<file path="src/hw/rtl/reed_solomon_parity_encoder_unit_assert.svh">
// assertion macros for the reed-solomon parity encoder unit
// no dependencies; included by the top level only
`ifndef REED_SOLOMON_PARITY_ENCODER_UNIT_ASSERT_SVH
`define REED_SOLOMON_PARITY_ENCODER_UNIT_ASSERT_SVH

// same-cycle implication, disabled while in reset
`define RSPE_ASSERT_NOW(name, clk, rst_n, pre, post, msg) \
	name: assert property (@(posedge clk) disable iff (!rst_n) (pre) |-> (post)) \
		else $error(msg);

// next-cycle implication, disabled while in reset
`define RSPE_ASSERT_NEXT(name, clk, rst_n, pre, post, msg) \
	name: assert property (@(posedge clk) disable iff (!rst_n) (pre) |=> (post)) \
		else $error(msg);

`endif

</file>
<file path="src/hw/rtl/rspe_pkg.sv">
// shared constants and gf(256) arithmetic for the parity encoder
// no dependencies
`default_nettype none

package rspe_pkg;

	localparam int          BYTE_W       = 8;
	localparam int          CFG_W        = 6;
	localparam int          RESET_PARITY = 10;
	// low byte of the field polynomial x^8+x^4+x^3+x^2+1
	localparam logic [7:0]  FIELD_LOW    = 8'h1D;

	// multiply by alpha (x) in gf(256)
	function automatic logic [7:0] gf_xtime(input logic [7:0] a);
		return {a[6:0], 1'b0} ^ (a[7] ? FIELD_LOW : 8'h00);
	endfunction

	// general gf(256) multiply, shift-and-add over the eight bits of b
	function automatic logic [7:0] gf_mul(input logic [7:0] a, input logic [7:0] b);
		logic [7:0] acc;
		logic [7:0] sh;
		acc = 8'h00;
		sh  = a;
		for (int k = 0; k < 8; k++) begin
			if (b[k]) acc = acc ^ sh;
			sh = gf_xtime(sh);
		end
		return acc;
	endfunction

endpackage

`default_nettype wire

</file>
<file path="src/hw/rtl/rspe_gen_build.sv">
// generator polynomial builder: multiplies in one (x + alpha^i) per cycle
// depends on rspe_pkg
`default_nettype none

module rspe_gen_build
	import rspe_pkg::*;
#(
	parameter int MAX_PARITY = 32,
	parameter int CW         = 6
) (
	input  wire logic                          clk,
	input  wire logic                          arst_n,
	input  wire logic                          start,
	input  wire logic [CW-1:0]                 count,
	output logic                               busy,
	output logic [MAX_PARITY-1:0][BYTE_W-1:0]  coef
);

	// coef_q[j] holds g(n-1-j) once done, so cell j of the lfsr reads entry j
	logic [MAX_PARITY-1:0][BYTE_W-1:0] coef_q;
	logic [MAX_PARITY-1:0][BYTE_W-1:0] coef_nx;
	logic [BYTE_W-1:0]                 root_q;
	logic [CW-1:0]                     iter_q;
	logic [CW-1:0]                     iter_inc;
	logic                              busy_q;

	assign iter_inc = iter_q + CW'(1);

	// multiply the reversed polynomial by (x + root): a shift with a scaled tap
	always_comb begin
		coef_nx[0] = root_q ^ coef_q[0];
		for (int j = 1; j < MAX_PARITY; j++) begin
			coef_nx[j] = gf_mul(root_q, coef_q[j-1]) ^ coef_q[j];
		end
	end

	// build sequencer; reset starts a build for the count held at reset
	always_ff @(posedge clk or negedge arst_n) begin
		if (!arst_n) begin
			coef_q <= '0;
			root_q <= 8'h01;
			iter_q <= '0;
			busy_q <= 1'b1;
		end else if (start) begin
			coef_q <= '0;
			root_q <= 8'h01;
			iter_q <= '0;
			busy_q <= 1'b1;
		end else if (busy_q) begin
			coef_q <= coef_nx;
			root_q <= gf_xtime(root_q);
			iter_q <= iter_inc;
			if (iter_inc == count) busy_q <= 1'b0;
		end
	end

	assign busy = busy_q;
	assign coef = coef_q;

endmodule

`default_nettype wire

</file>
<file path="config.mk">
export PLATFORM = sky130hd
export DESIGN_NAME = rspe_gen_build
export DESIGN_NICKNAME = d
export VERILOG_FILES = /design/src/hw/rtl/reed_solomon_parity_encoder_unit_assert.svh /design/src/hw/rtl/rspe_pkg.sv /design/src/hw/rtl/rspe_gen_build.sv
export SDC_FILE = /design/constraint.sdc
export NUM_CORES = 2
export LEC_CHECK = 0
export ABC_AREA = 1
export BUFFER_PORTS_ARGS = -buffer_cell sky130_fd_sc_hd__buf_2
export CORE_ASPECT_RATIO = 1.4
export CORE_MARGIN = 1
export CORE_UTILIZATION = 44
export DETAILED_ROUTE_END_ITERATION = 8
export MAX_ROUTING_LAYER = met4
export PLACE_DENSITY_LB_ADDON = 0.1
export SYNTH_ARGS = -nofsm -noshare
export SYNTH_HDL_FRONTEND = slang
export SYNTH_SLANG_ARGS = --single-unit
</file>
<file path="constraint.sdc">
create_clock -name clk -period 3.7 [get_ports clk]
set_clock_uncertainty 0.15 [all_clocks]
set_input_delay 0.37 -clock clk [delete_from_list [all_inputs] [get_ports clk]]
set_output_delay 0.37 -clock clk [all_outputs]
set_load 0.05 [all_outputs]
</file>
==> impl_metrics.py <==
metrics = {
    "placed_design": {
        "hpwl_um": 123000,
        "gp_congestion": 0.948,
        "dp.cells": 9413,
        "portBuffers": 265,
        "dpl_cell_area_sq_um": 46600,
        "place_ws_ns": 0.335,
    },
    "timing": {
        "timing.slew.headroom_pct": 30.5,
        "maxSlewViolCount": 0,
        "timing.final.crit_share_pct": 91.8,
        "tightest_slew_ns": 1.04,
        "tns_ns": 0,
        "finalHoldViolations": 0,
        "period_needed_ns": 3.40,
        "timing.final.ws_setup_ns": 0.303,
        "holdWs_ns": 0.0319,
        "rsz0062_at_grt": "false",
        "finalSetupViolations": 0,
        "fmax_ghz": 0.294,
    },
    "worst_setup_path": {
        "worstSetupPathType": "flip-flop to flip-flop",
        "cp_max_fo": 40,
        "crit_chain": "buf_4 > nand3_2 > nand2_2 > nand2_2 > nand2_8 > inv_1 > nor2_1 > inv_1 > nand2_1 > nand2_1 > nand2_1 > nand2_1 > nand2_1 > nand3_1 > nand2_1 > nand2_1 > nor2_1",
        "crit_path_start_kind": "flip-flop",
        "critPathMaxStageDelay_ns": 0.48,
        "crit_required_ns": 4.11,
        "end_kind": "flip-flop",
        "cp.arrival_ns": 3.81,
        "cpMostUsedCell": "nand2_1",
        "crit_slowest_cell": "dfrtp_4",
    },
    "power_and_ir_drop": {
        "power.total_mw": 26.9,
        "p_leak_nw": 22.2,
        "powerDensity_nw_per_um2": 562,
        "peakVddDrop_mv": 0.581,
    },
    "layout": {
        "layout_common_cells": "nand2_1 (2,991), nor2_1 (1,170), inv_1 (823)",
        "finish.utilization_pct": 48.2,
        "drive_above_1_share_pct": 6.60,
        "final_cells": 9488,
        "final_cell_area_sq_um": 47900,
        "area_growth_pct": 8.57,
        "nets": 8148,
        "multiInputGateArea_sq_um": 32300,
        "layout_commonest_cell": "nand2_1",
        "fillerInstances": 10800,
        "register_area_sq_um": 6810,
    },
    "route": {
        "vias": 51300,
        "drc": 0,
        "drtIter0Drc": 4477,
        "via_per_inst": 5.41,
        "first_pass_iters": 8,
        "drt_wl_total_um": 187000,
        "ant_nets": 0,
        "wire_per_inst_um": 19.7,
    },
    "flow_run": {
        "max-cap-violations": 0,
    },
    "run_status": {
        "status": "complete, no violations",
    },
    "global_routing": {
        "grt_start_max_net_pins": 118,
        "grt_overflow": 0,
        "grtUsageTotal_pct": 37.0,
        "grt_pass1_vias": 46900,
        "antenna_found_initial": 2,
        "grt_pass1_wl_um": 281000,
    },
    "clock_tree": {
        "worstSkewPairLatency_ns": 0.62,
        "cts_inserted_buffers": 40,
        "htreeDepth": 2,
        "clk_path_buf_depth": 3,
        "cts_tree": "built",
        "cts_root_buffer": "clkbuf_16",
        "postCtsSetupRepairBufs": 0,
        "clk_pin_slew_ns": 0.06,
        "clock-sinks": 271,
    },
    "synthesis": {
        "synth-warning-count": 0,
        "syn_avg_cell_area_sq_um": 5.44,
        "synthFlopType": "dfrtp_1",
        "async_flop_share_pct": 100,
        "syn_nets": 8122,
        "syn_area_sq_um": 44100,
        "synth_cell_type_count": 37,
        "ys_seq_area_share_pct": 15.4,
        "synth_edf_count": 0,
        "synth-seq-cells": 271,
        "netlist_instances": 8111,
    },
    "floorplanning": {
        "fp.dieW_um": 270,
        "ioPinCount": 266,
        "die_h_um": 377,
        "dieArea_sq_um": 102000,
        "coreArea_sq_um": 99400,
        "initial_utilization_pct": 44.4,
        "row_count": 137,
    },
    "min_path": {
        "hold_class": "input port to flip-flop",
    },
}
[where the power goes]
| group | internal, mW | leakage [nW] | total (mW) | switching [mW] |
|---|---|---|---|---|
| Sequential | 3.92 | 3.66 | 6.95 | 3.03 |
| Clock | 2.24 | 0.617 | 3.99 | 1.75 |
| Combinational | 4.35 | 17.9 | 16.0 | 11.6 |
| Total | 10.5 | 22.2 | 26.9 | 16.4 |
[repair_timing]
item	in CTS	in global routing
gates resized for setup	0	0
setup endpoints to repair	0	0
hold endpoints to repair	73	0
hold buffers	2	0
[per-layer routing]
metal  vias to the layer above  routed length (um)  GRT usage, %
met5                         -                   0             -
met3                       653               15400          5.59
li1                      24800                   -             -
met1                     23700               73700          42.7
met4                         0               11800          21.2
met2                      2127               86500          61.2
[critical path, delay by kind of cell (launching register included)]
family	cells	cell delay (ns)
buffers and inverters	3	0.78
and+or+nand+nor	14	1.88
DFF	1	0.48
[cell type report]
class                           count  area share [%]
Clock buffer                       60            2.44
Inverter                          854            6.71
Timing Repair Buffer              392            5.42
Antenna cell                        3          0.0157
Clock inverter                     10           0.178
Sequential cell                   271            14.2
Multi-Input combinational cell   6578            67.6
Tap cell                         1320            3.45
[registers in the layout, indices dropped and copies added, names as in the netlist]
| name | flops |
|---|---|
| busy | 1 |
| coef | 256 |
| iter_q | 6 |
| root_q | 8 |
[synthesized netlist by cell type (all sizes together), types with 21 or more instances]
library cell     n  share of area, %
a21oi           76              0.86
and2            21              0.30
buf            256               2.9
clkbuf         152               1.3
dfrtp          269                15
inv            838               7.1
nand2         3015                26
nand3          775               8.9
nand3b          76               1.3
nand4          126               1.8
nor2          1170                10
o21ai          158               1.8
or2             54              0.77
xnor2          557                11
xor2           480               9.5
[worst paths after layout]
kind | depth (start not counted) | start | slack [ns] | end
min in group asynchronous | 2 | arst_n | 0.23 | coef[217]
max in group asynchronous | 3 | arst_n | 2.15 | coef[171]
setup reg to reg | 17 | root_q[5] | 0.30 | coef[28]
hold reg to reg | 3 | coef[255] | 0.39 | coef[255]
hold / removal | 4 | count[4] | 0.03 | busy
setup / recovery | 17 | root_q[5] | 0.30 | coef[28]
[kinds of logic after synthesis]
family	synth area share, %
simple gates	48.9
buf+inv	11.5
xor+xnor	20.7
compound gates	3.46
flops	15.4
fa+ha+maj	0.0567
(Power assumes the default switching activity.)
