<file path="config.mk">
export PLATFORM = sky130hd
export DESIGN_NAME = rspe_lfsr_core_flat
export DESIGN_NICKNAME = d
export VERILOG_FILES = /design/src/hw/rtl/reed_solomon_parity_encoder_unit_assert.svh /design/src/hw/rtl/rspe_pkg.sv /design/src/hw/rtl/rspe_data_if.sv /design/src/hw/rtl/rspe_lfsr_core.sv /design/src/flat_wrapper.sv
export SDC_FILE = /design/constraint.sdc
export NUM_CORES = 2
export LEC_CHECK = 0
export BUFFER_PORTS_ARGS = -buffer_cell sky130_fd_sc_hd__buf_2
export CAP_MARGIN = 15
export CORE_ASPECT_RATIO = 1.25
export CORE_MARGIN = 5
export CORE_UTILIZATION = 40
export CTS_BUF_LIST = sky130_fd_sc_hd__clkbuf_4 sky130_fd_sc_hd__clkbuf_8
export DETAILED_ROUTE_END_ITERATION = 10
export GPL_ROUTABILITY_DRIVEN = 1
export SLEW_MARGIN = 0
export SYNTH_ARGS = -nofsm -noshare
export SYNTH_HDL_FRONTEND = slang
export SYNTH_SLANG_ARGS = --single-unit
</file>
<file path="constraint.sdc">
create_clock -name clk -period 7.4 [get_ports clk]
set_clock_uncertainty 0.05 [all_clocks]
set_input_delay 0.37 -clock clk [delete_from_list [all_inputs] [get_ports clk]]
set_output_delay 0.37 -clock clk [all_outputs]
set_load 0.01 [all_outputs]
</file>
<file path="src/hw/rtl/reed_solomon_parity_encoder_unit_assert.svh">
// assertion macros for the reed-solomon parity encoder unit
// no dependencies; included by the top level only
`ifndef REED_SOLOMON_PARITY_ENCODER_UNIT_ASSERT_SVH
`define REED_SOLOMON_PARITY_ENCODER_UNIT_ASSERT_SVH

// same-cycle implication, disabled while in reset
`define RSPE_ASSERT_NOW(name, clk, rst_n, pre, post, msg) \
	name: assert property (@(posedge clk) disable iff (!rst_n) (pre) |-> (post)) \
		else $error(msg);

// next-cycle implication, disabled while in reset
`define RSPE_ASSERT_NEXT(name, clk, rst_n, pre, post, msg) \
	name: assert property (@(posedge clk) disable iff (!rst_n) (pre) |=> (post)) \
		else $error(msg);

`endif

</file>
<file path="src/hw/rtl/rspe_pkg.sv">
// shared constants and gf(256) arithmetic for the parity encoder
// no dependencies
`default_nettype none

package rspe_pkg;

	localparam int          BYTE_W       = 8;
	localparam int          CFG_W        = 6;
	localparam int          RESET_PARITY = 10;
	// low byte of the field polynomial x^8+x^4+x^3+x^2+1
	localparam logic [7:0]  FIELD_LOW    = 8'h1D;

	// multiply by alpha (x) in gf(256)
	function automatic logic [7:0] gf_xtime(input logic [7:0] a);
		return {a[6:0], 1'b0} ^ (a[7] ? FIELD_LOW : 8'h00);
	endfunction

	// general gf(256) multiply, shift-and-add over the eight bits of b
	function automatic logic [7:0] gf_mul(input logic [7:0] a, input logic [7:0] b);
		logic [7:0] acc;
		logic [7:0] sh;
		acc = 8'h00;
		sh  = a;
		for (int k = 0; k < 8; k++) begin
			if (b[k]) acc = acc ^ sh;
			sh = gf_xtime(sh);
		end
		return acc;
	endfunction

endpackage

`default_nettype wire

</file>
<file path="src/hw/rtl/rspe_data_if.sv">
// input channel: one message byte per word with an end-of-block flag
// no dependencies
`default_nettype none

interface rspe_data_if;
	logic       valid;
	logic       ready;
	logic [7:0] data_byte;
	logic       block_end;

	modport source (output valid, output data_byte, output block_end, input ready);
	modport sink   (input valid, input data_byte, input block_end, output ready);
endinterface

`default_nettype wire

</file>
<file path="src/hw/rtl/rspe_lfsr_core.sv">
// input register and remainder lfsr, one data byte per cycle unless a build or a full parity buffer holds it
// depends on rspe_pkg and rspe_data_if
`default_nettype none

module rspe_lfsr_core
	import rspe_pkg::*;
#(
	parameter int MAX_PARITY = 32
) (
	input  wire logic                              clk,
	input  wire logic                              arst_n,
	rspe_data_if.sink                              data_in,
	input  wire logic                              gen_busy,
	input  wire logic                              clr,
	input  wire logic [MAX_PARITY-1:0][BYTE_W-1:0] coef,
	input  wire logic                              buf_free,
	output logic                                   load,
	output logic [MAX_PARITY-1:0][BYTE_W-1:0]      par,
	output logic                                   s1_valid
);

	logic                              valid_s1;
	logic [BYTE_W-1:0]                 data_s1;
	logic                              last_s1;
	logic [MAX_PARITY-1:0][BYTE_W-1:0] rem_q;
	logic [MAX_PARITY-1:0][BYTE_W-1:0] rem_nx;
	logic [BYTE_W-1:0]                 fb;
	logic                              advance;
	logic                              take;

	// a last word waits until the parity buffer can take the remainder
	assign advance       = valid_s1 && (!last_s1 || buf_free);
	assign data_in.ready = !gen_busy && (!valid_s1 || advance);
	assign take          = data_in.valid && data_in.ready;

	// remainder update; cells past the count stay zero, so no count is needed
	always_comb begin
		fb = data_s1 ^ rem_q[0];
		for (int j = 0; j < MAX_PARITY - 1; j++) begin
			rem_nx[j] = rem_q[j+1] ^ gf_mul(fb, coef[j]);
		end
		rem_nx[MAX_PARITY-1] = gf_mul(fb, coef[MAX_PARITY-1]);
	end

	// input stage control
	always_ff @(posedge clk or negedge arst_n) begin
		if (!arst_n) begin
			valid_s1 <= 1'b0;
		end else if (take) begin
			valid_s1 <= 1'b1;
		end else if (advance) begin
			valid_s1 <= 1'b0;
		end
	end

	// input stage payload
	always_ff @(posedge clk) begin
		if (take) begin
			data_s1 <= data_in.data_byte;
			last_s1 <= data_in.block_end;
		end
	end

	// remainder register, cleared at block end and on a count write
	always_ff @(posedge clk or negedge arst_n) begin
		if (!arst_n) begin
			rem_q <= '0;
		end else if (clr) begin
			rem_q <= '0;
		end else if (advance) begin
			rem_q <= last_s1 ? '0 : rem_nx;
		end
	end

	assign load     = advance && last_s1;
	assign par      = rem_nx;
	assign s1_valid = valid_s1;

endmodule

`default_nettype wire

</file>
<file path="src/flat_wrapper.sv">
// flat-port wrapper written by rule: the top's interface ports become plain ports
module rspe_lfsr_core_flat import rspe_pkg::*;
#(
	parameter int MAX_PARITY = 32
)
  (clk, arst_n, gen_busy, clr, coef, buf_free, load, par, s1_valid, data_in_valid, data_in_data_byte, data_in_block_end, data_in_ready);
  rspe_data_if data_in_i ();
  input  wire logic clk;
  input  wire logic arst_n;
  input  wire logic gen_busy;
  input  wire logic clr;
  input  wire logic [MAX_PARITY-1:0][BYTE_W-1:0] coef;
  input  wire logic buf_free;
  output logic load;
  output logic [MAX_PARITY-1:0][BYTE_W-1:0] par;
  output logic s1_valid;
  input wire logic [$bits(data_in_i.valid)-1:0] data_in_valid;
  input wire logic [$bits(data_in_i.data_byte)-1:0] data_in_data_byte;
  input wire logic [$bits(data_in_i.block_end)-1:0] data_in_block_end;
  output wire logic [$bits(data_in_i.ready)-1:0] data_in_ready;
  assign data_in_i.valid = data_in_valid;
  assign data_in_i.data_byte = data_in_data_byte;
  assign data_in_i.block_end = data_in_block_end;
  assign data_in_ready = data_in_i.ready;
  rspe_lfsr_core #(.MAX_PARITY(MAX_PARITY)) u_core (.clk(clk), .arst_n(arst_n), .data_in(data_in_i), .gen_busy(gen_busy), .clr(clr), .coef(coef), .buf_free(buf_free), .load(load), .par(par), .s1_valid(s1_valid));
endmodule
</file>
==> impl_metrics.toml <==
[sta]
final_max_slew_viol_count = 0
setup_viol = 0
fmax_ghz = 0.183
layout_min_cycle_time_ps = 5470
rsz0062_at_grt = "false"
worst_slack_ps = 1930
timing.setup.tns_ps = 0
worst_pin_slew_ps = 1270
final_hold_viol_count = 0
min_period_over_period_pct = 73.9
relSlewSlack_pct = 15.2

[setup_path]
path_cells = "xnor2_4, buf_4, xnor3_2, xor2_4, buf_4, nand2_1, xnor3_1, buf_2"
path_buf_inv = 3
worst-path-max-fanout = 25
crit_type = "flip-flop to primary output"
arrival_ps = 5050
critPathTopFamily = "XOR/XNOR gates"
crit_path_frequent_cell = "buf_4"
critPathLaunchType = "flip-flop"
critPathSlowestCell = "xnor3_2"
slowest_delay_ps = 1080
cp-end-kind = "primary output"
crit_required_ps = 6980

[logic_synthesis]
syn_avg_cell_area_um2 = 7.84
synth_cells = 5140
syn_area_um2 = 40300
synth_seq_cells = 266
synth_edf_count = 9
async_flop_share_pct = 96.6
synthDistinctLibCells = 46
ys_warn_count = 0
synth_seq_area_share_pct = 16.6
synth_nets = 5411
synthFlopType = "dfrtp_1"

[placement]
placed_area_um2 = 43400
io_buffers = 529
dp_hpwl_um = 108000
dp_slack_ps = 2700
place.gp.congestion = 0.852
dp.cells = 6520

[route]
finalWirelength_um = 170000
postRouteAntennaNets = 0
post_drt_wl_per_cell_um = 25.5
firstDrtPassIters = 6
drcViolationCount = 0
drt_iter0_markers = 3581
num_vias = 37600
via_per_inst = 5.64

[layout]
layout_common_cells = "nand2_1, xnor2_1, buf_2"
instances_no_fill = 6660
layout_commonest_cell = "nand2_1"
nets = 5543
drive_above_1_share_pct = 14.3
final.fill_count = 9936
syn_to_final_growth_pct = 11.2
fin_area_um2 = 44800

[global_routing]
antenna_found_initial = 28
grt_max_degree = 150
grt_pass1_vias = 36600
grt.total_usage_pct = 30.2
grt_pass1_wl_um = 245000
overflow = 0

[cts]
cts_resized = 0
cts.path.max_buffers = 3
clk_pin_slew_worst_paths_ps = 60
clkLatencyLatePin_ps = 730
postCtsSetupRepairBufs = 0
root_buffer = "clkbuf_8"
cts_tree = "yes"
cts_buffers = 59
ctsHtreeMaxLevel = 2
cts.sinks = 266

[job]
drv_cap = 0

[floorplanning]
io_pins = 530
fp.coreArea_um2 = 100000
num_rows = 130
die_area_um2 = 107000
initial_core_util_pct = 40.2
die_w_um = 294
die_h_um = 365

[min_path]
min_path_type = "primary input to flip-flop"

[status]
status = "completed"
==> repair_timing <==
| item | CTS | global route |
|---|---|---|
| hold endpoints to repair | 100 | 0 |
| endpoints found under the setup margin | 0 | 0 |
| hold buffers | 11 | 0 |
==> logic make-up after synthesis <==
group,count (synthesis),synth area share [%]
buf+inv,572,5.78
flops,266,16.6
mux,8,0.217
compound gates,566,10.4
xor+xnor,1661,46.9
simple gates,2067,20.1
==> through the flow <==
| stage | utilization, % | hold WS [ps] |
|---|---|---|
| after floorplan | - | 24.4 |
| after global placement | 43.2 | 437 |
| after detailed placement | 43.2 | 438 |
| after CTS | 44.6 | 173 |
| after global routing | 44.6 | 246 |
| final | 44.7 | 238 |
==> worst reg2reg max path, stage by stage, from the launching register on <==
cell and delay [ps]:
dfrtp_1 580, xnor2_4 160, buf_4 390, xnor3_2 1080, xor2_4 790, buf_4 510, nand2_1 180, xnor3_1 450
a22o_1 240
==> final timing paths <==
kind                                   start           endpoint  slack (ps)  cells past startpoint
hold / removal                     coef[243]  u_core.rem_q[245]         240                      5
max in group asynchronous             arst_n  u_core.rem_q[156]        5610                      3
setup reg to reg             u_core.rem_q[7]    u_core.rem_q[3]        2870                      8
setup / recovery             u_core.rem_q[7]             par[3]        1930                      8
min in group asynchronous             arst_n    u_core.s1_valid         250                      2
hold reg to reg            u_core.rem_q[245]  u_core.rem_q[245]         460                      2
==> cell usage after synthesis (2+ instances only) <==
cell type / n / area share (%)
dfrtp_1: 257 / 16
nand2b_1: 27 / 0.42
nand2_1: 1855 / 17
a21oi_1: 3 / 0.037
nor2_1: 55 / 0.51
xnor2_2: 10 / 0.40
xnor2_1: 965 / 21
o21ai_1: 2 / 0.025
clkbuf_2: 68 / 0.84
a22oi_1: 44 / 0.82
or3_1: 11 / 0.17
o32ai_1: 15 / 0.33
o22ai_1: 15 / 0.23
mux2i_1: 2 / 0.050
xor2_1: 374 / 8.1
nor3_1: 9 / 0.11
o21ai_0: 163 / 2.0
nor4bb_1: 4 / 0.099
xnor3_1: 311 / 17
and3_1: 9 / 0.14
buf_2: 34 / 0.42
buf_4: 15 / 0.28
nand3_1: 69 / 0.86
o211ai_1: 25 / 0.47
and2_1: 2 / 0.031
inv_1: 38 / 0.35
mux2_2: 6 / 0.17
a211o_1: 3 / 0.065
a211oi_1: 6 / 0.11
edfxtp_1: 9 / 0.67
o311a_1: 7 / 0.17
and4_1: 4 / 0.087
a21boi_0: 2 / 0.037
a22o_1: 265 / 5.8
a21o_1: 12 / 0.22
nand3b_1: 6 / 0.11
buf_1: 50 / 0.47
nor2b_1: 11 / 0.17
nor3b_1: 4 / 0.074
clkbuf_1: 367 / 3.4
==> sequential cells by signal, indices dropped and copies added (netlist names) <==
signal	count
u_core.data_s1	8
u_core.last_s1	1
u_core.rem_q	256
u_core.s1_valid	1
==> per-layer routing <==
metal	track usage [%]	vias up	share of wire [%]
li1	-	16700	-
met1	38.0	18400	39
met2	49.6	1985	46
met3	6.04	494	9.2
met4	14.7	16	5.7
met5	0	-	0.062
==> layout make-up <==
cell class                 instances  area (um2)  area share (%)
multi-input combinational       4302       31700            70.6
sequential                       266        6700            15.0
timing repair buffer             605        3360            7.49
tap                             1320        1650            3.68
clock buffer                      95        1170            2.61
inverter                          38         143           0.318
clock inverter                    13        90.1           0.201
antenna                           21        52.6           0.117
Power is not shown: default switching activity piles up to over one toggle a cycle in this logic, so the estimate is an artifact.
