### src/hw/rtl/reed_solomon_parity_encoder_unit_assert.svh
// assertion macros for the reed-solomon parity encoder unit
// no dependencies; included by the top level only
`ifndef REED_SOLOMON_PARITY_ENCODER_UNIT_ASSERT_SVH
`define REED_SOLOMON_PARITY_ENCODER_UNIT_ASSERT_SVH

// same-cycle implication, disabled while in reset
`define RSPE_ASSERT_NOW(name, clk, rst_n, pre, post, msg) \
	name: assert property (@(posedge clk) disable iff (!rst_n) (pre) |-> (post)) \
		else $error(msg);

// next-cycle implication, disabled while in reset
`define RSPE_ASSERT_NEXT(name, clk, rst_n, pre, post, msg) \
	name: assert property (@(posedge clk) disable iff (!rst_n) (pre) |=> (post)) \
		else $error(msg);

`endif

### src/hw/rtl/rspe_pkg.sv
// shared constants and gf(256) arithmetic for the parity encoder
// no dependencies
`default_nettype none

package rspe_pkg;

	localparam int          BYTE_W       = 8;
	localparam int          CFG_W        = 6;
	localparam int          RESET_PARITY = 10;
	// low byte of the field polynomial x^8+x^4+x^3+x^2+1
	localparam logic [7:0]  FIELD_LOW    = 8'h1D;

	// multiply by alpha (x) in gf(256)
	function automatic logic [7:0] gf_xtime(input logic [7:0] a);
		return {a[6:0], 1'b0} ^ (a[7] ? FIELD_LOW : 8'h00);
	endfunction

	// general gf(256) multiply, shift-and-add over the eight bits of b
	function automatic logic [7:0] gf_mul(input logic [7:0] a, input logic [7:0] b);
		logic [7:0] acc;
		logic [7:0] sh;
		acc = 8'h00;
		sh  = a;
		for (int k = 0; k < 8; k++) begin
			if (b[k]) acc = acc ^ sh;
			sh = gf_xtime(sh);
		end
		return acc;
	endfunction

endpackage

`default_nettype wire

### src/hw/rtl/rspe_parity_if.sv
// output channel: one parity byte per word with a last flag
// no dependencies
`default_nettype none

interface rspe_parity_if;
	logic       valid;
	logic       ready;
	logic [7:0] parity_byte;
	logic       parity_last;

	modport source (output valid, output parity_byte, output parity_last, input ready);
	modport sink   (input valid, input parity_byte, input parity_last, output ready);
endinterface

`default_nettype wire

### src/hw/rtl/rspe_parity_buf.sv
// parity output buffer: loads a whole remainder, shifts out one byte per word
// depends on rspe_pkg and rspe_parity_if
`default_nettype none

module rspe_parity_buf
	import rspe_pkg::*;
#(
	parameter int MAX_PARITY = 32,
	parameter int CW         = 6
) (
	input  wire logic                              clk,
	input  wire logic                              arst_n,
	input  wire logic                              load,
	input  wire logic [MAX_PARITY-1:0][BYTE_W-1:0] par,
	input  wire logic [CW-1:0]                     count,
	rspe_parity_if.source                          parity_out,
	output logic                                   buf_free
);

	logic [MAX_PARITY-1:0][BYTE_W-1:0] buf_q;
	logic [CW-1:0]                     cnt_q;
	logic                              take;

	assign take     = parity_out.valid && parity_out.ready;
	assign buf_free = (cnt_q == '0) || ((cnt_q == CW'(1)) && take);

	// bytes left to send
	always_ff @(posedge clk or negedge arst_n) begin
		if (!arst_n) begin
			cnt_q <= '0;
		end else if (load) begin
			cnt_q <= count;
		end else if (take) begin
			cnt_q <= cnt_q - CW'(1);
		end
	end

	// shift register, highest coefficient at the head
	always_ff @(posedge clk) begin
		if (load) begin
			buf_q <= par;
		end else if (take) begin
			for (int j = 0; j < MAX_PARITY - 1; j++) begin
				buf_q[j] <= buf_q[j+1];
			end
			buf_q[MAX_PARITY-1] <= '0;
		end
	end

	assign parity_out.valid       = (cnt_q != '0);
	assign parity_out.parity_byte = buf_q[0];
	assign parity_out.parity_last = (cnt_q == CW'(1));

endmodule

`default_nettype wire

### src/flat_wrapper.sv
// flat-port wrapper written by rule: the top's interface ports become plain ports
module rspe_parity_buf_flat import rspe_pkg::*;
#(
	parameter int MAX_PARITY = 32,
	parameter int CW         = 6
)
  (clk, arst_n, load, par, count, buf_free, parity_out_valid, parity_out_parity_byte, parity_out_parity_last, parity_out_ready);
  rspe_parity_if parity_out_i ();
  input  wire logic clk;
  input  wire logic arst_n;
  input  wire logic load;
  input  wire logic [MAX_PARITY-1:0][BYTE_W-1:0] par;
  input  wire logic [CW-1:0] count;
  output logic buf_free;
  output wire logic [$bits(parity_out_i.valid)-1:0] parity_out_valid;
  output wire logic [$bits(parity_out_i.parity_byte)-1:0] parity_out_parity_byte;
  output wire logic [$bits(parity_out_i.parity_last)-1:0] parity_out_parity_last;
  input wire logic [$bits(parity_out_i.ready)-1:0] parity_out_ready;
  assign parity_out_valid = parity_out_i.valid;
  assign parity_out_parity_byte = parity_out_i.parity_byte;
  assign parity_out_parity_last = parity_out_i.parity_last;
  assign parity_out_i.ready = parity_out_ready;
  rspe_parity_buf #(.MAX_PARITY(MAX_PARITY), .CW(CW)) u_core (.clk(clk), .arst_n(arst_n), .load(load), .par(par), .count(count), .parity_out(parity_out_i), .buf_free(buf_free));
endmodule
### config.mk
export PLATFORM = sky130hd
export DESIGN_NAME = rspe_parity_buf_flat
export DESIGN_NICKNAME = d
export VERILOG_FILES = /design/src/hw/rtl/reed_solomon_parity_encoder_unit_assert.svh /design/src/hw/rtl/rspe_pkg.sv /design/src/hw/rtl/rspe_parity_if.sv /design/src/hw/rtl/rspe_parity_buf.sv /design/src/flat_wrapper.sv
export SDC_FILE = /design/constraint.sdc
export NUM_CORES = 1
export LEC_CHECK = 0
export BUFFER_PORTS_ARGS = -buffer_cell sky130_fd_sc_hd__buf_2
export CAP_MARGIN = 20
export CORE_ASPECT_RATIO = 1.75
export CORE_MARGIN = 2
export CORE_UTILIZATION = 34
export CTS_CLUSTER_DIAMETER = 200
export DETAILED_ROUTE_END_ITERATION = 16
export MAX_ROUTING_LAYER = met4
export PLACE_DENSITY_LB_ADDON = 0.3
export REMOVE_ABC_BUFFERS = 1
export SLEW_MARGIN = 30
export SYNTH_ARGS = -nofsm -noshare
export SYNTH_HDL_FRONTEND = slang
export SYNTH_SLANG_ARGS = --single-unit
### constraint.sdc
create_clock -name clk -period 15.16 [get_ports clk]
set_clock_uncertainty 0.1 [all_clocks]
set_input_delay 1.516 -clock clk [delete_from_list [all_inputs] [get_ports clk]]
set_output_delay 1.516 -clock clk [all_outputs]
set_load 0.01 [all_outputs]
==> flow_results.xml, run 1 <==
<?xml version="1.0" encoding="UTF-8"?>
<metrics>
  <group name="run_status">
    <metric name="run_status" unit="">complete, no violations</metric>
  </group>
  <group name="timing">
    <metric name="slew_violations" unit="">0</metric>
    <metric name="timing_hold_violations_final" unit="">0</metric>
    <metric name="timing.slew.headroom" unit="%">42.5</metric>
    <metric name="timing.fmax" unit="GHz">0.241</metric>
    <metric name="setup_total_negative_slack" unit="ns">0</metric>
    <metric name="setup_viol" unit="">0</metric>
    <metric name="share_of_the_clock_period_used_by_the_worst_path" unit="%">27.4</metric>
    <metric name="final.hold.worst_slack" unit="ns">0.442</metric>
    <metric name="period_needed" unit="ns">4.16</metric>
    <metric name="rsz0062_at_grt" unit="">no</metric>
    <metric name="timing_worst_slew_pin_value" unit="ns">0.862</metric>
  </group>
  <group name="route">
    <metric name="via_count" unit="">6074</metric>
    <metric name="final_antenna_net_count" unit="">0</metric>
    <metric name="detail_route.wl_per_cell" unit="µm">16.9</metric>
    <metric name="detail_route.drc_violations" unit="">0</metric>
    <metric name="initialDrtViolationCount" unit="">270</metric>
    <metric name="wirelength" unit="mm">21.9</metric>
    <metric name="vias_per_instance" unit="">4.69</metric>
    <metric name="dr.pass1.iters" unit="">5</metric>
  </group>
  <group name="logic_synthesis">
    <metric name="synth_cell_type_count" unit="">34</metric>
    <metric name="syn_area" unit="mm²">0.0112</metric>
    <metric name="synth.mux.area_fraction" unit="%">25.1</metric>
    <metric name="area_fraction_in_compound_gates_after_synthesis" unit="%">0.917</metric>
    <metric name="synthCells" unit="">604</metric>
    <metric name="synth.top_cells.by_area" unit="">sky130_fd_sc_hd__edfxtp_1 (69%), sky130_fd_sc_hd__mux2_2 (25%), sky130_fd_sc_hd__dfrtp_1 (1.3%), sky130_fd_sc_hd__buf_2 (1.0%), sky130_fd_sc_hd__buf_4 (0.54%)</metric>
    <metric name="synth_top_cell_area_share" unit="%">68.7</metric>
    <metric name="ys_ff_latch" unit="">262</metric>
    <metric name="synth_area_per_cell" unit="µm²">18.5</metric>
    <metric name="synth-adder-area-share" unit="%">0.224</metric>
    <metric name="synth_xor_area_share" unit="%">0</metric>
    <metric name="synth_flop_cell" unit="">sky130_fd_sc_hd__edfxtp_1</metric>
    <metric name="ys_async_sr_fraction" unit="%">2.29</metric>
    <metric name="synthSimpleGateAreaFrac" unit="%">1.77</metric>
    <metric name="synth.largest_area_cell" unit="">sky130_fd_sc_hd__edfxtp_1</metric>
    <metric name="yosysMostFrequentCell" unit="">sky130_fd_sc_hd__edfxtp_1</metric>
    <metric name="number_of_enable_type_register_cells_in_the_synthesized_netlist" unit="">256</metric>
    <metric name="ys_warn_count" unit="">0</metric>
    <metric name="synth.yosys.seq_area_share" unit="%">70.1</metric>
    <metric name="dominant_combinational_cell_family_by_area_after_synthesis" unit="">multiplexers</metric>
    <metric name="netlist_top_cells_count" unit="">sky130_fd_sc_hd__edfxtp_1 (256), sky130_fd_sc_hd__mux2_2 (248), sky130_fd_sc_hd__buf_2 (23), sky130_fd_sc_hd__and2_1 (9), sky130_fd_sc_hd__buf_4 (8)</metric>
  </group>
  <group name="hold_path">
    <metric name="hold_path_class" unit="">reg -&gt; reg</metric>
  </group>
  <group name="clock_tree">
    <metric name="cts_hold_repair.buffers" unit="">0</metric>
    <metric name="clk_path_buf_depth" unit="">3</metric>
    <metric name="ctsRootBufferMaster" unit="">sky130_fd_sc_hd__clkbuf_16</metric>
    <metric name="htree_num_levels" unit="">1</metric>
    <metric name="clkTransAtPathRegs" unit="ns">0.07</metric>
    <metric name="cts.sink_count" unit="">262</metric>
    <metric name="tritoncts" unit="">done</metric>
    <metric name="clk_latency" unit="ns">0.53</metric>
    <metric name="postCtsSetupBuffers" unit="">0</metric>
    <metric name="cts_made_buffers" unit="">25</metric>
    <metric name="cts-resized-gates" unit="">0</metric>
  </group>
  <group name="cells_and_area">
    <metric name="layout-drive-gt1-share" unit="%">63.7</metric>
    <metric name="nFillCells" unit="">3027</metric>
    <metric name="postLayoutCoreUtil" unit="%">42.3</metric>
    <metric name="sequential_cell_area" unit="mm²">0.00784</metric>
    <metric name="final_nets" unit="">1141</metric>
    <metric name="multiInputGateArea" unit="mm²">0.00314</metric>
    <metric name="areaGrowthSynthToFinish" unit="%">22.4</metric>
  </group>
  <group name="die">
    <metric name="floorplan.core_area" unit="mm²">0.0323</metric>
    <metric name="rows" unit="">87</metric>
    <metric name="initial_core_util" unit="%">34.6</metric>
    <metric name="top_level_ports" unit="">277</metric>
    <metric name="die_height" unit="µm">244</metric>
    <metric name="die_width" unit="µm">141</metric>
    <metric name="design.die.area" unit="mm²">0.0344</metric>
  </group>
  <group name="global_routing">
    <metric name="antenna_found_initial" unit="">7</metric>
    <metric name="grt_max_degree" unit="">90</metric>
    <metric name="grt_first_pass_wirelength" unit="mm">32.8</metric>
    <metric name="globalRouteTotalUtil" unit="%">12.5</metric>
    <metric name="grt-ovfl-total" unit="">0</metric>
    <metric name="first_global_vias" unit="">6439</metric>
  </group>
  <group name="job">
    <metric name="cap_viol_max_count" unit="">0</metric>
  </group>
  <group name="worst_setup_path">
    <metric name="cpPeakStageDelay" unit="ns">0.77</metric>
    <metric name="crit_path_max_fanout" unit="">89</metric>
    <metric name="timing.critical_path.from_type" unit="">primary input</metric>
    <metric name="critical_path_arrival" unit="ns">4.21</metric>
    <metric name="critical_path.cell_chain" unit="">buf_8, a21o_4, buf_4, buf_6</metric>
    <metric name="critical-path-slowest-cell" unit="">sky130_fd_sc_hd__buf_4</metric>
    <metric name="critical_path.endpoint_type" unit="">flop</metric>
    <metric name="required_time_of_the_worst_setup_path" unit="ns">15.21</metric>
    <metric name="setup.worst_path.class" unit="">in -&gt; reg</metric>
  </group>
  <group name="placement">
    <metric name="port_buffers" unit="">276</metric>
    <metric name="detailed_place_hpwl" unit="mm">15.0</metric>
    <metric name="gp_routability_congestion" unit="">0.721</metric>
  </group>
  <group name="power_and_ir_drop">
    <metric name="power.leakage" unit="nW">5.29</metric>
    <metric name="power.density_cell_area" unit="mW/mm²">121</metric>
    <metric name="vdd_ir_drop_max" unit="µV">83.1</metric>
  </group>
</metrics>
report_power, final:
part	total (mW)	leakage [nW]	switching, mW	internal [mW]
clock network	0.592	0.365	0.261	0.332
registers	0.914	2.68	0.0206	0.893
logic	0.153	2.24	0.0621	0.0911
total	1.66	5.29	0.343	1.32
critical path: cells and delay by family:
kind | cells | cell delay, ns
buf+inv | 3 | 1.93
compound gates | 1 | 0.50
layout make-up:
cell class | instances | share of cell area, %
multi-input combinational | 299 | 22.9
clock buffer | 27 | 4.62
timing repair buffer | 282 | 10.5
sequential | 262 | 57.2
antenna | 8 | 0.146
tap | 400 | 3.66
clock inverter | 14 | 0.823
inverter | 3 | 0.0823
state kept, by name, summed over array words and instances, names as in the netlist:
| register | count |
|---|---|
| u_core.buf_q | 248 |
| u_core.cnt_q | 6 |
| u_core.parity_out.parity_byte | 8 |
logic make-up after synthesis:
kind of cell,count (synthesis)
adder cells (fa/ha/maj),2
multiplexers,249
AO/OA/AOI/OAI,16
AND/OR/NAND/NOR,32
flip-flops,262
buffers and inverters,43
layer usage:
| layer | track usage [%] | up-vias | share of wire [%] |
|---|---|---|---|
| met5 | - | - | 0 |
| met4 | 5.21 | 0 | 3.2 |
| met3 | 2.37 | 42 | 5.9 |
| met2 | 22.6 | 181 | 54 |
| met1 | 13.2 | 2961 | 37 |
| li1 | - | 2890 | - |
cell usage in the layout (no fill, tap or decap), types with 6 or more instances in the layout:
cell	instances
sky130_fd_sc_hd__a21oi_1	6
sky130_fd_sc_hd__and2_1	9
sky130_fd_sc_hd__buf_2	275
sky130_fd_sc_hd__clkbuf_16	25
sky130_fd_sc_hd__clkinv_1	9
sky130_fd_sc_hd__dfrtp_1	6
sky130_fd_sc_hd__diode_2	8
sky130_fd_sc_hd__edfxtp_1	256
sky130_fd_sc_hd__mux2_2	248
final timing paths:
| check | start | endpoint | slack [ns] | cells after the start |
|---|---|---|---|---|
| setup / recovery | load | u_core.buf_q[58]$_DFFE_PP_ | 11.00 | 4 |
| hold / removal | u_core.buf_q[168]$_DFFE_PP_ | u_core.buf_q[160]$_DFFE_PP_ | 0.44 | 1 |
| setup reg to reg | u_core.cnt_q[0]$_DFFE_PN0P_ | u_core.buf_q[58]$_DFFE_PP_ | 11.62 | 6 |
| hold reg to reg | u_core.buf_q[168]$_DFFE_PP_ | u_core.buf_q[160]$_DFFE_PP_ | 0.44 | 1 |
| max in group asynchronous | arst_n | u_core.cnt_q[4]$_DFFE_PN0P_ | 14.10 | 1 |
| min in group asynchronous | arst_n | u_core.cnt_q[2]$_DFFE_PN0P_ | 0.71 | 1 |
stage by stage:
step           cells  setup slack (ns)  area (µm²)  power, mW
2_1_floorplan    564              7.79       11000       1.02
3_3_place_gp    1246             10.25       12900       1.08
3_5_place_dp    1246             10.42       12900       1.09
4_1_cts         1287             11.01       13700       1.69
5_1_grt         1294             10.79       13700       1.73
6_report        1295             11.00       13700       1.66
(Power assumes the default switching activity.)
==> run 2, diff against run 1 <==
==> constraint.sdc (replaced) <==
create_clock -name clk -period 3.6 [get_ports clk]
set_clock_uncertainty 0.1 [all_clocks]
set_input_delay 0.36 -clock clk [delete_from_list [all_inputs] [get_ports clk]]
set_output_delay 0.36 -clock clk [all_outputs]
set_load 0.01 [all_outputs]
==> flow_results.xml, run 2 (synthesis gave the netlist of run 1 again) <==
<?xml version="1.0" encoding="UTF-8"?>
<metrics>
  <group name="run_status">
    <metric name="run_status" unit="">complete, no violations</metric>
  </group>
  <group name="worst_setup_path">
    <metric name="crit_buf_inv" unit="">1</metric>
    <metric name="critical-path-slowest-cell" unit="">sky130_fd_sc_hd__nor4_1</metric>
    <metric name="cp_num_cells" unit="">4</metric>
    <metric name="cpPeakStageDelay" unit="ns">0.67</metric>
    <metric name="crit_path_max_fanout" unit="">106</metric>
    <metric name="setup.worst_path.class" unit="">reg -&gt; reg</metric>
    <metric name="critical_path.endpoint_type" unit="">flop</metric>
    <metric name="cpLargestDelayFamily" unit="">simple AND/OR/NAND/NOR gates</metric>
    <metric name="critical_path.cell_chain" unit="">nor4_1, nand2_1, a21o_4, buf_12</metric>
    <metric name="critical_path_arrival" unit="ns">2.77</metric>
    <metric name="worst-r2r-cell-count" unit="">4</metric>
    <metric name="timing.critical_path.from_type" unit="">flop</metric>
    <metric name="required_time_of_the_worst_setup_path" unit="ns">3.69</metric>
  </group>
  <group name="timing">
    <metric name="slew_violations" unit="">0</metric>
    <metric name="timing_worst_slew_pin_value" unit="ns">0.788</metric>
    <metric name="timing_hold_violations_final" unit="">0</metric>
    <metric name="rsz0062_at_grt" unit="">no</metric>
    <metric name="final.hold.worst_slack" unit="ns">0.0298</metric>
    <metric name="share_of_the_clock_period_used_by_the_worst_path" unit="%">74.3</metric>
    <metric name="fin_ws" unit="ns">0.924</metric>
    <metric name="timing.slew.headroom" unit="%">47.4</metric>
    <metric name="period_needed" unit="ns">2.68</metric>
    <metric name="setup_total_negative_slack" unit="ns">0</metric>
    <metric name="setup_viol" unit="">0</metric>
    <metric name="timing.fmax" unit="GHz">0.374</metric>
  </group>
  <group name="placement">
    <metric name="detailedPlace.worstSlack" unit="ns">0.973</metric>
    <metric name="port_buffers" unit="">276</metric>
    <metric name="gp_routability_congestion" unit="">0.753</metric>
    <metric name="dpl-instance-area" unit="mm²">0.0130</metric>
    <metric name="detailed_place_hpwl" unit="mm">15.0</metric>
    <metric name="placedCellCount" unit="">1245</metric>
  </group>
  <group name="cells_and_area">
    <metric name="largest-register" unit="">u_core.buf_q</metric>
    <metric name="non_filler_instance_count_after_layout" unit="">1418</metric>
    <metric name="largest_register_ff_count" unit="">248</metric>
    <metric name="layout.cells.most_common_list" unit="">sky130_fd_sc_hd__buf_2 (275), sky130_fd_sc_hd__edfxtp_1 (256), sky130_fd_sc_hd__mux2_2 (248)</metric>
    <metric name="final_nets" unit="">1267</metric>
    <metric name="layout-drive-gt1-share" unit="%">56.0</metric>
    <metric name="non_filler_cell_area_final" unit="mm²">0.0150</metric>
    <metric name="mostFrequentLayoutCell" unit="">sky130_fd_sc_hd__buf_2</metric>
    <metric name="nFillCells" unit="">2817</metric>
    <metric name="areaGrowthSynthToFinish" unit="%">34.3</metric>
  </group>
  <group name="route">
    <metric name="vias_per_instance" unit="">4.60</metric>
    <metric name="met3_wirelength" unit="mm">1.05</metric>
    <metric name="met2WireLength" unit="mm">12.8</metric>
    <metric name="highest-signal-layer" unit="">met4</metric>
    <metric name="final_antenna_net_count" unit="">0</metric>
    <metric name="initialDrtViolationCount" unit="">319</metric>
    <metric name="wire_length_the_detailed_router_placed_on_met1" unit="mm">8.57</metric>
    <metric name="detail_route.wl_per_cell" unit="µm">16.3</metric>
    <metric name="via_count" unit="">6528</metric>
    <metric name="detail_route.drc_violations" unit="">0</metric>
    <metric name="wirelength" unit="mm">23.1</metric>
    <metric name="dr.pass1.iters" unit="">4</metric>
  </group>
  <group name="job">
    <metric name="cap_viol_max_count" unit="">0</metric>
  </group>
  <group name="power_and_ir_drop">
    <metric name="power.density_cell_area" unit="mW/mm²">482</metric>
    <metric name="vdd_ir_drop_max" unit="µV">332</metric>
    <metric name="power.leakage" unit="nW">5.85</metric>
  </group>
  <group name="clock_tree">
    <metric name="clkTransAtPathRegs" unit="ns">0.06</metric>
    <metric name="ctsRootBufferMaster" unit="">sky130_fd_sc_hd__clkbuf_16</metric>
    <metric name="cts_made_buffers" unit="">26</metric>
    <metric name="clk_path_buf_depth" unit="">3</metric>
    <metric name="postCtsSetupBuffers" unit="">0</metric>
    <metric name="clk_latency" unit="ns">0.55</metric>
    <metric name="tritoncts" unit="">done</metric>
    <metric name="cts.sink_count" unit="">262</metric>
    <metric name="htree_num_levels" unit="">1</metric>
  </group>
  <group name="global_routing">
    <metric name="grt-ovfl-total" unit="">0</metric>
    <metric name="first_global_vias" unit="">7111</metric>
    <metric name="globalRouteTotalUtil" unit="%">13.4</metric>
    <metric name="grt_first_pass_wirelength" unit="mm">35.7</metric>
    <metric name="grt_max_degree" unit="">137</metric>
    <metric name="antenna_found_initial" unit="">3</metric>
  </group>
  <group name="die">
    <metric name="die_width" unit="µm">141</metric>
    <metric name="die_height" unit="µm">244</metric>
    <metric name="design.die.area" unit="mm²">0.0344</metric>
    <metric name="rows" unit="">87</metric>
    <metric name="top_level_ports" unit="">277</metric>
    <metric name="initial_core_util" unit="%">34.6</metric>
    <metric name="floorplan.core_area" unit="mm²">0.0323</metric>
  </group>
  <group name="hold_path">
    <metric name="worst_hold_path.num_cells" unit="">2</metric>
    <metric name="hold_path_class" unit="">in -&gt; reg</metric>
  </group>
</metrics>
==> run 2: cell count changes in the layout (fill, tap and decap cells not counted), sizes merged <==
cell         previous run  this run
buf                   282       281
clkbuf                 27        32
inv                     4         3
diode                   8         3
dlygate4sd3             0       126
clkinv                 11        10
==> run 2: timing repair <==
action | CTS | global route
hold endpoints to repair | 131 | 0
hold buffers | 126 | 0
gates resized for setup | 0 | 0
==> run 2: routing by layer <==
metal | global-route usage, % | vias up
met5 | - | -
met4 | 4.88 | 0
met3 | 2.08 | 43
met2 | 25.1 | 178
met1 | 14.1 | 3165
li1 | - | 3142
==> run 2: worst reg2reg max path, cell delays in order, from the launching register on <==
cell                      delay [ns]
sky130_fd_sc_hd__dfrtp_1        0.43
sky130_fd_sc_hd__nor4_1         0.67
sky130_fd_sc_hd__nand2_1        0.18
sky130_fd_sc_hd__a21o_4         0.45
sky130_fd_sc_hd__buf_12         0.40
==> run 2: where the power goes <==
part	switching [mW]	internal [mW]	leakage (nW)	total [mW]
logic	0.287	0.477	2.78	0.764
registers	0.0918	3.76	2.68	3.85
clock network	1.12	1.50	0.394	2.62
==> run 2: worst paths after layout <==
path	startpoint	end	slack, ns
hold reg to reg	u_core.buf_q[160]$_DFFE_PP_	u_core.buf_q[152]$_DFFE_PP_	0.42
setup / recovery	u_core.cnt_q[2]$_DFFE_PN0P_	u_core.buf_q[95]$_DFFE_PP_	0.92
min in group asynchronous	arst_n	u_core.cnt_q[1]$_DFFE_PN0P_	0.11
setup reg to reg	u_core.cnt_q[2]$_DFFE_PN0P_	u_core.buf_q[95]$_DFFE_PP_	0.92
max in group asynchronous	arst_n	u_core.cnt_q[2]$_DFFE_PN0P_	3.15
hold / removal	par[76]	u_core.buf_q[76]$_DFFE_PP_	0.03
==> run 2: layout make-up <==
| cell class | instances | area [µm²] | share of cell area, % |
|---|---|---|---|
| Sequential cell | 262 | 7840 | 52.2 |
| Multi-Input combinational cell | 299 | 3140 | 20.9 |
| Antenna cell | 3 | 7.51 | 0.0500 |
| Clock inverter | 12 | 104 | 0.691 |
| Clock buffer | 32 | 694 | 4.62 |
| Tap cell | 400 | 500 | 3.33 |
| Inverter | 3 | 11.3 | 0.0750 |
| Timing Repair Buffer | 407 | 2730 | 18.2 |
==> run 2: stage by stage <==
step	power, mW	utilization, %
floorplan	4.30	-
global placement	4.55	40.1
detailed placement	4.58	40.1
CTS	7.34	46.4
global route	7.53	46.5
finish	7.23	46.5
==> run 3, diff against run 2 <==
==> constraint.sdc (replaced) <==
create_clock -name clk -period 2.3 [get_ports clk]
set_clock_uncertainty 0.1 [all_clocks]
set_input_delay 0.23 -clock clk [delete_from_list [all_inputs] [get_ports clk]]
set_output_delay 0.23 -clock clk [all_outputs]
set_load 0.01 [all_outputs]
==> flow_results.xml, run 3 <==
<?xml version="1.0" encoding="UTF-8"?>
<metrics>
  <group name="logic_synthesis">
    <metric name="yosysMostFrequentCell" unit="">sky130_fd_sc_hd__edfxtp_1</metric>
    <metric name="synth.top_cells.by_area" unit="">sky130_fd_sc_hd__edfxtp_1 (69%), sky130_fd_sc_hd__mux2_2 (25%), sky130_fd_sc_hd__dfrtp_1 (1.3%), sky130_fd_sc_hd__buf_2 (1.0%), sky130_fd_sc_hd__buf_4 (0.54%)</metric>
    <metric name="synth.yosys.seq_area_share" unit="%">70.1</metric>
    <metric name="synth_top_cell_area_share" unit="%">68.7</metric>
    <metric name="syn_area" unit="mm²">0.0112</metric>
    <metric name="ys_ff_latch" unit="">262</metric>
    <metric name="synthCells" unit="">604</metric>
    <metric name="area_fraction_in_compound_gates_after_synthesis" unit="%">0.917</metric>
    <metric name="ys_warn_count" unit="">0</metric>
    <metric name="synth.mux.area_fraction" unit="%">25.1</metric>
    <metric name="ys_async_sr_fraction" unit="%">2.29</metric>
    <metric name="netlist_top_cells_count" unit="">sky130_fd_sc_hd__edfxtp_1 (256), sky130_fd_sc_hd__mux2_2 (248), sky130_fd_sc_hd__buf_2 (23), sky130_fd_sc_hd__and2_1 (9), sky130_fd_sc_hd__buf_4 (8)</metric>
    <metric name="synth-adder-area-share" unit="%">0.224</metric>
    <metric name="synth_xor_area_share" unit="%">0</metric>
    <metric name="synth_flop_cell" unit="">sky130_fd_sc_hd__edfxtp_1</metric>
    <metric name="synth_cell_type_count" unit="">34</metric>
    <metric name="dominant_combinational_cell_family_by_area_after_synthesis" unit="">multiplexers</metric>
    <metric name="synth_area_per_cell" unit="µm²">18.5</metric>
    <metric name="synthSimpleGateAreaFrac" unit="%">1.77</metric>
    <metric name="number_of_enable_type_register_cells_in_the_synthesized_netlist" unit="">256</metric>
    <metric name="synth.largest_area_cell" unit="">sky130_fd_sc_hd__edfxtp_1</metric>
  </group>
  <group name="placement">
    <metric name="detailed_place_hpwl" unit="mm">16.3</metric>
    <metric name="port_buffers" unit="">276</metric>
    <metric name="detailedPlace.worstSlack" unit="ns">0.350</metric>
    <metric name="gp_routability_congestion" unit="">0.740</metric>
    <metric name="dpl-instance-area" unit="mm²">0.0132</metric>
  </group>
  <group name="die">
    <metric name="rows" unit="">87</metric>
    <metric name="die_height" unit="µm">244</metric>
    <metric name="die_width" unit="µm">141</metric>
    <metric name="top_level_ports" unit="">277</metric>
    <metric name="initial_core_util" unit="%">34.6</metric>
  </group>
  <group name="run_status">
    <metric name="run_status" unit="">stopped before the end</metric>
    <metric name="last_flow_stage_reached" unit="">clock tree synthesis</metric>
    <metric name="flow.first_error" unit="">[ERROR RSZ-0060] Max buffer count reached.</metric>
  </group>
  <group name="clock_tree">
    <metric name="cts_made_buffers" unit="">26</metric>
    <metric name="htree_num_levels" unit="">1</metric>
    <metric name="ctsRootBufferMaster" unit="">sky130_fd_sc_hd__clkbuf_16</metric>
    <metric name="cts.sink_count" unit="">262</metric>
    <metric name="postCtsSetupBuffers" unit="">0</metric>
    <metric name="clk_path_buf_depth" unit="">3</metric>
    <metric name="cts-resized-gates" unit="">0</metric>
    <metric name="cts_hold_repair.buffers" unit="">263</metric>
  </group>
</metrics>
==> run 3: cells by family after synthesis <==
group	count (synthesis)
DFF	262
muxes	249
buffers and inverters	43
and+or+nand+nor	32
AOI/OAI and AO/OA	16
adders and majority gates	2
==> run 3: stage by stage <==
step / instances / setup TNS (ns)
after global placement: 1263 / 0
after detailed placement: 1263 / 0
after floorplan: 564 / -1145.16
==> run 4, diff against run 3 <==
--- a/config.mk
+++ b/config.mk
@@ -7,13 +7,10 @@
 export LEC_CHECK = 0
 export BUFFER_PORTS_ARGS = -buffer_cell sky130_fd_sc_hd__buf_2
 export CAP_MARGIN = 20
-export CORE_ASPECT_RATIO = 1.75
 export CORE_MARGIN = 2
-export CORE_UTILIZATION = 34
-export CTS_CLUSTER_DIAMETER = 200
+export CORE_UTILIZATION = 20
 export DETAILED_ROUTE_END_ITERATION = 16
-export MAX_ROUTING_LAYER = met4
-export PLACE_DENSITY_LB_ADDON = 0.3
+export PLACE_DENSITY_LB_ADDON = 0.15
 export REMOVE_ABC_BUFFERS = 1
 export SLEW_MARGIN = 30
 export SYNTH_ARGS = -nofsm -noshare
==> constraint.sdc (replaced) <==
create_clock -name clk -period 3 [get_ports clk]
set_clock_uncertainty 0.1 [all_clocks]
set_input_delay 0.3 -clock clk [delete_from_list [all_inputs] [get_ports clk]]
set_output_delay 0.3 -clock clk [all_outputs]
set_load 0.01 [all_outputs]
==> flow_results.xml, run 4 (synthesis gave the netlist of run 1 again) <==
<?xml version="1.0" encoding="UTF-8"?>
<metrics>
  <group name="global_routing">
    <metric name="globalRouteTotalUtil" unit="%">9.29</metric>
    <metric name="first_global_vias" unit="">7507</metric>
    <metric name="grt_first_pass_wirelength" unit="mm">41.5</metric>
    <metric name="antenna_found_initial" unit="">4</metric>
    <metric name="grt_max_degree" unit="">95</metric>
    <metric name="grt-ovfl-total" unit="">0</metric>
  </group>
  <group name="route">
    <metric name="vias_per_instance" unit="">3.71</metric>
    <metric name="detail_route.drc_violations" unit="">0</metric>
    <metric name="wirelength" unit="mm">27.5</metric>
    <metric name="final_antenna_net_count" unit="">0</metric>
    <metric name="via_count" unit="">7147</metric>
    <metric name="detail_route.wl_per_cell" unit="µm">14.3</metric>
    <metric name="dr.pass1.iters" unit="">4</metric>
    <metric name="initialDrtViolationCount" unit="">304</metric>
  </group>
  <group name="die">
    <metric name="initial_core_util" unit="%">20.3</metric>
    <metric name="design.die.area" unit="mm²">0.0578</metric>
    <metric name="die_height" unit="µm">240</metric>
    <metric name="rows" unit="">86</metric>
    <metric name="die_width" unit="µm">240</metric>
    <metric name="floorplan.core_area" unit="mm²">0.0552</metric>
    <metric name="top_level_ports" unit="">277</metric>
  </group>
  <group name="clock_tree">
    <metric name="cts_made_buffers" unit="">35</metric>
    <metric name="clkTransAtPathRegs" unit="ns">0.06</metric>
    <metric name="cts-resized-gates" unit="">0</metric>
    <metric name="ctsRootBufferMaster" unit="">sky130_fd_sc_hd__clkbuf_16</metric>
    <metric name="cts.sink_count" unit="">262</metric>
    <metric name="clk_path_buf_depth" unit="">3</metric>
    <metric name="clk_latency" unit="ns">0.53</metric>
    <metric name="htree_num_levels" unit="">2</metric>
    <metric name="tritoncts" unit="">done</metric>
  </group>
  <group name="worst_setup_path">
    <metric name="crit_buf_inv" unit="">2</metric>
    <metric name="cpPeakStageDelay" unit="ns">0.52</metric>
    <metric name="critical-path-slowest-cell" unit="">sky130_fd_sc_hd__buf_4</metric>
    <metric name="cpLargestDelayFamily" unit="">buffers and inverters</metric>
    <metric name="timing.critical_path.from_type" unit="">flop</metric>
    <metric name="critical_path_arrival" unit="ns">2.40</metric>
    <metric name="crit_path_max_fanout" unit="">39</metric>
    <metric name="required_time_of_the_worst_setup_path" unit="ns">3.06</metric>
    <metric name="critical_path.cell_chain" unit="">inv_1, ha_1, nand2_1, a21o_4, buf_4</metric>
    <metric name="critical_path.endpoint_type" unit="">flop</metric>
    <metric name="setup.worst_path.class" unit="">reg -&gt; reg</metric>
  </group>
  <group name="timing">
    <metric name="timing.slew.headroom" unit="%">57.2</metric>
    <metric name="timing_worst_slew_pin_value" unit="ns">0.642</metric>
    <metric name="share_of_the_clock_period_used_by_the_worst_path" unit="%">77.7</metric>
    <metric name="rsz0062_at_grt" unit="">no</metric>
    <metric name="period_needed" unit="ns">2.33</metric>
    <metric name="timing_hold_violations_final" unit="">0</metric>
    <metric name="setup_viol" unit="">0</metric>
    <metric name="slew_violations" unit="">0</metric>
    <metric name="final.hold.worst_slack" unit="ns">0.132</metric>
    <metric name="fin_ws" unit="ns">0.668</metric>
    <metric name="timing.fmax" unit="GHz">0.429</metric>
  </group>
  <group name="placement">
    <metric name="port_buffers" unit="">276</metric>
    <metric name="gp_routability_congestion" unit="">0.680</metric>
    <metric name="dpl-instance-area" unit="mm²">0.0134</metric>
    <metric name="detailed_place_hpwl" unit="mm">16.8</metric>
    <metric name="detailedPlace.worstSlack" unit="ns">0.644</metric>
  </group>
  <group name="cells_and_area">
    <metric name="areaGrowthSynthToFinish" unit="%">53.2</metric>
    <metric name="layout-drive-gt1-share" unit="%">49.6</metric>
    <metric name="non_filler_cell_area_final" unit="mm²">0.0171</metric>
    <metric name="final_nets" unit="">1420</metric>
    <metric name="layout.cells.most_common_list" unit="">sky130_fd_sc_hd__buf_2 (275), sky130_fd_sc_hd__dlygate4sd3_1 (265), sky130_fd_sc_hd__edfxtp_1 (256)</metric>
    <metric name="postLayoutCoreUtil" unit="%">31.0</metric>
    <metric name="largest_register_ff_count" unit="">248</metric>
    <metric name="mostFrequentLayoutCell" unit="">sky130_fd_sc_hd__buf_2</metric>
    <metric name="largest-register" unit="">u_core.buf_q</metric>
  </group>
  <group name="job">
    <metric name="cap_viol_max_count" unit="">0</metric>
  </group>
  <group name="power_and_ir_drop">
    <metric name="internal_power" unit="mW">7.53</metric>
    <metric name="netSwitchingFraction" unit="%">21.5</metric>
    <metric name="clkPwrFrac" unit="%">40.5</metric>
    <metric name="power.density_cell_area" unit="mW/mm²">560</metric>
    <metric name="comb_power_share" unit="%">11.4</metric>
    <metric name="power.share.sequential" unit="%">48.1</metric>
    <metric name="vdd_ir_drop_max" unit="µV">289</metric>
    <metric name="power.leakage" unit="nW">6.58</metric>
    <metric name="power.net_switching" unit="mW">2.07</metric>
  </group>
  <group name="hold_path">
    <metric name="hold_path_class" unit="">in -&gt; reg</metric>
  </group>
  <group name="run_status">
    <metric name="run_status" unit="">complete, no violations</metric>
  </group>
</metrics>
==> run 4: final cells by class <==
class / count / area (µm²)
clock buffer: 45 / 956
fill: 5563 / 38100
antenna: 2 / 5.00
tap: 748 / 936
inverter: 3 / 11.3
clock inverter: 14 / 88.8
multi-input combinational: 299 / 3140
timing repair buffer: 551 / 4170
sequential: 262 / 7840
==> run 4: layer usage <==
layer	wire length, µm	up-vias	GRT usage [%]
met5	24	-	0
met4	597	4	2.92
met3	1600	44	2.94
met2	12600	193	14.6
met1	12700	3454	12.2
li1	-	3452	-
==> run 4: tightest hold or removal path, cell delays in order <==
cell and delay (ns):
sky130_fd_sc_hd__buf_2 0.17, sky130_fd_sc_hd__nor2_1 0.11, sky130_fd_sc_hd__a22oi_1 0.07, sky130_fd_sc_hd__nand3_1 0.08
==> run 4: final timing paths <==
path | slack, ns | start | cells after the start | endpoint
max in group asynchronous | 1.50 | arst_n | 4 | u_core.cnt_q[1]$_DFFE_PN0P_
hold / removal | 0.13 | parity_out_ready | 4 | u_core.cnt_q[0]$_DFFE_PN0P_
setup reg to reg | 0.67 | u_core.cnt_q[0]$_DFFE_PN0P_ | 5 | u_core.buf_q[87]$_DFFE_PP_
min in group asynchronous | 0.58 | arst_n | 3 | u_core.cnt_q[0]$_DFFE_PN0P_
hold reg to reg | 0.44 | u_core.buf_q[245]$_DFFE_PP_ | 1 | u_core.buf_q[237]$_DFFE_PP_
setup / recovery | 0.67 | u_core.cnt_q[0]$_DFFE_PN0P_ | 5 | u_core.buf_q[87]$_DFFE_PP_
==> run 4: per-stage QoR <==
| stage | TNS (ns) | total power, mW | instances |
|---|---|---|---|
| after floorplan | -965.96 | 5.15 | 564 |
| after global placement | 0 | 5.52 | 1598 |
| after detailed placement | 0 | 5.54 | 1598 |
| after CTS | 0 | 9.85 | 1922 |
| after global routing | 0 | 10.1 | 1924 |
| final | 0 | 9.60 | 1924 |
==> run 4: power by group through the flow <==
stage / registers, mW / clock network, mW / logic, mW
6_report: 4.62 / 3.88 / 1.09
5_1_grt: 4.66 / 4.23 / 1.21
4_1_cts: 4.62 / 4.10 / 1.12
3_5_place_dp: 4.70 / 0 / 0.840
3_3_place_gp: 4.69 / 0 / 0.833
2_1_floorplan: 4.70 / 0 / 0.452
==> run 4: what timing repair did <==
| action | 4_1_cts | 5_1_grt |
|---|---|---|
| setup buffers | 0 | 0 |
| hold buffers | 265 | 0 |
| hold endpoints to repair | 268 | 0 |
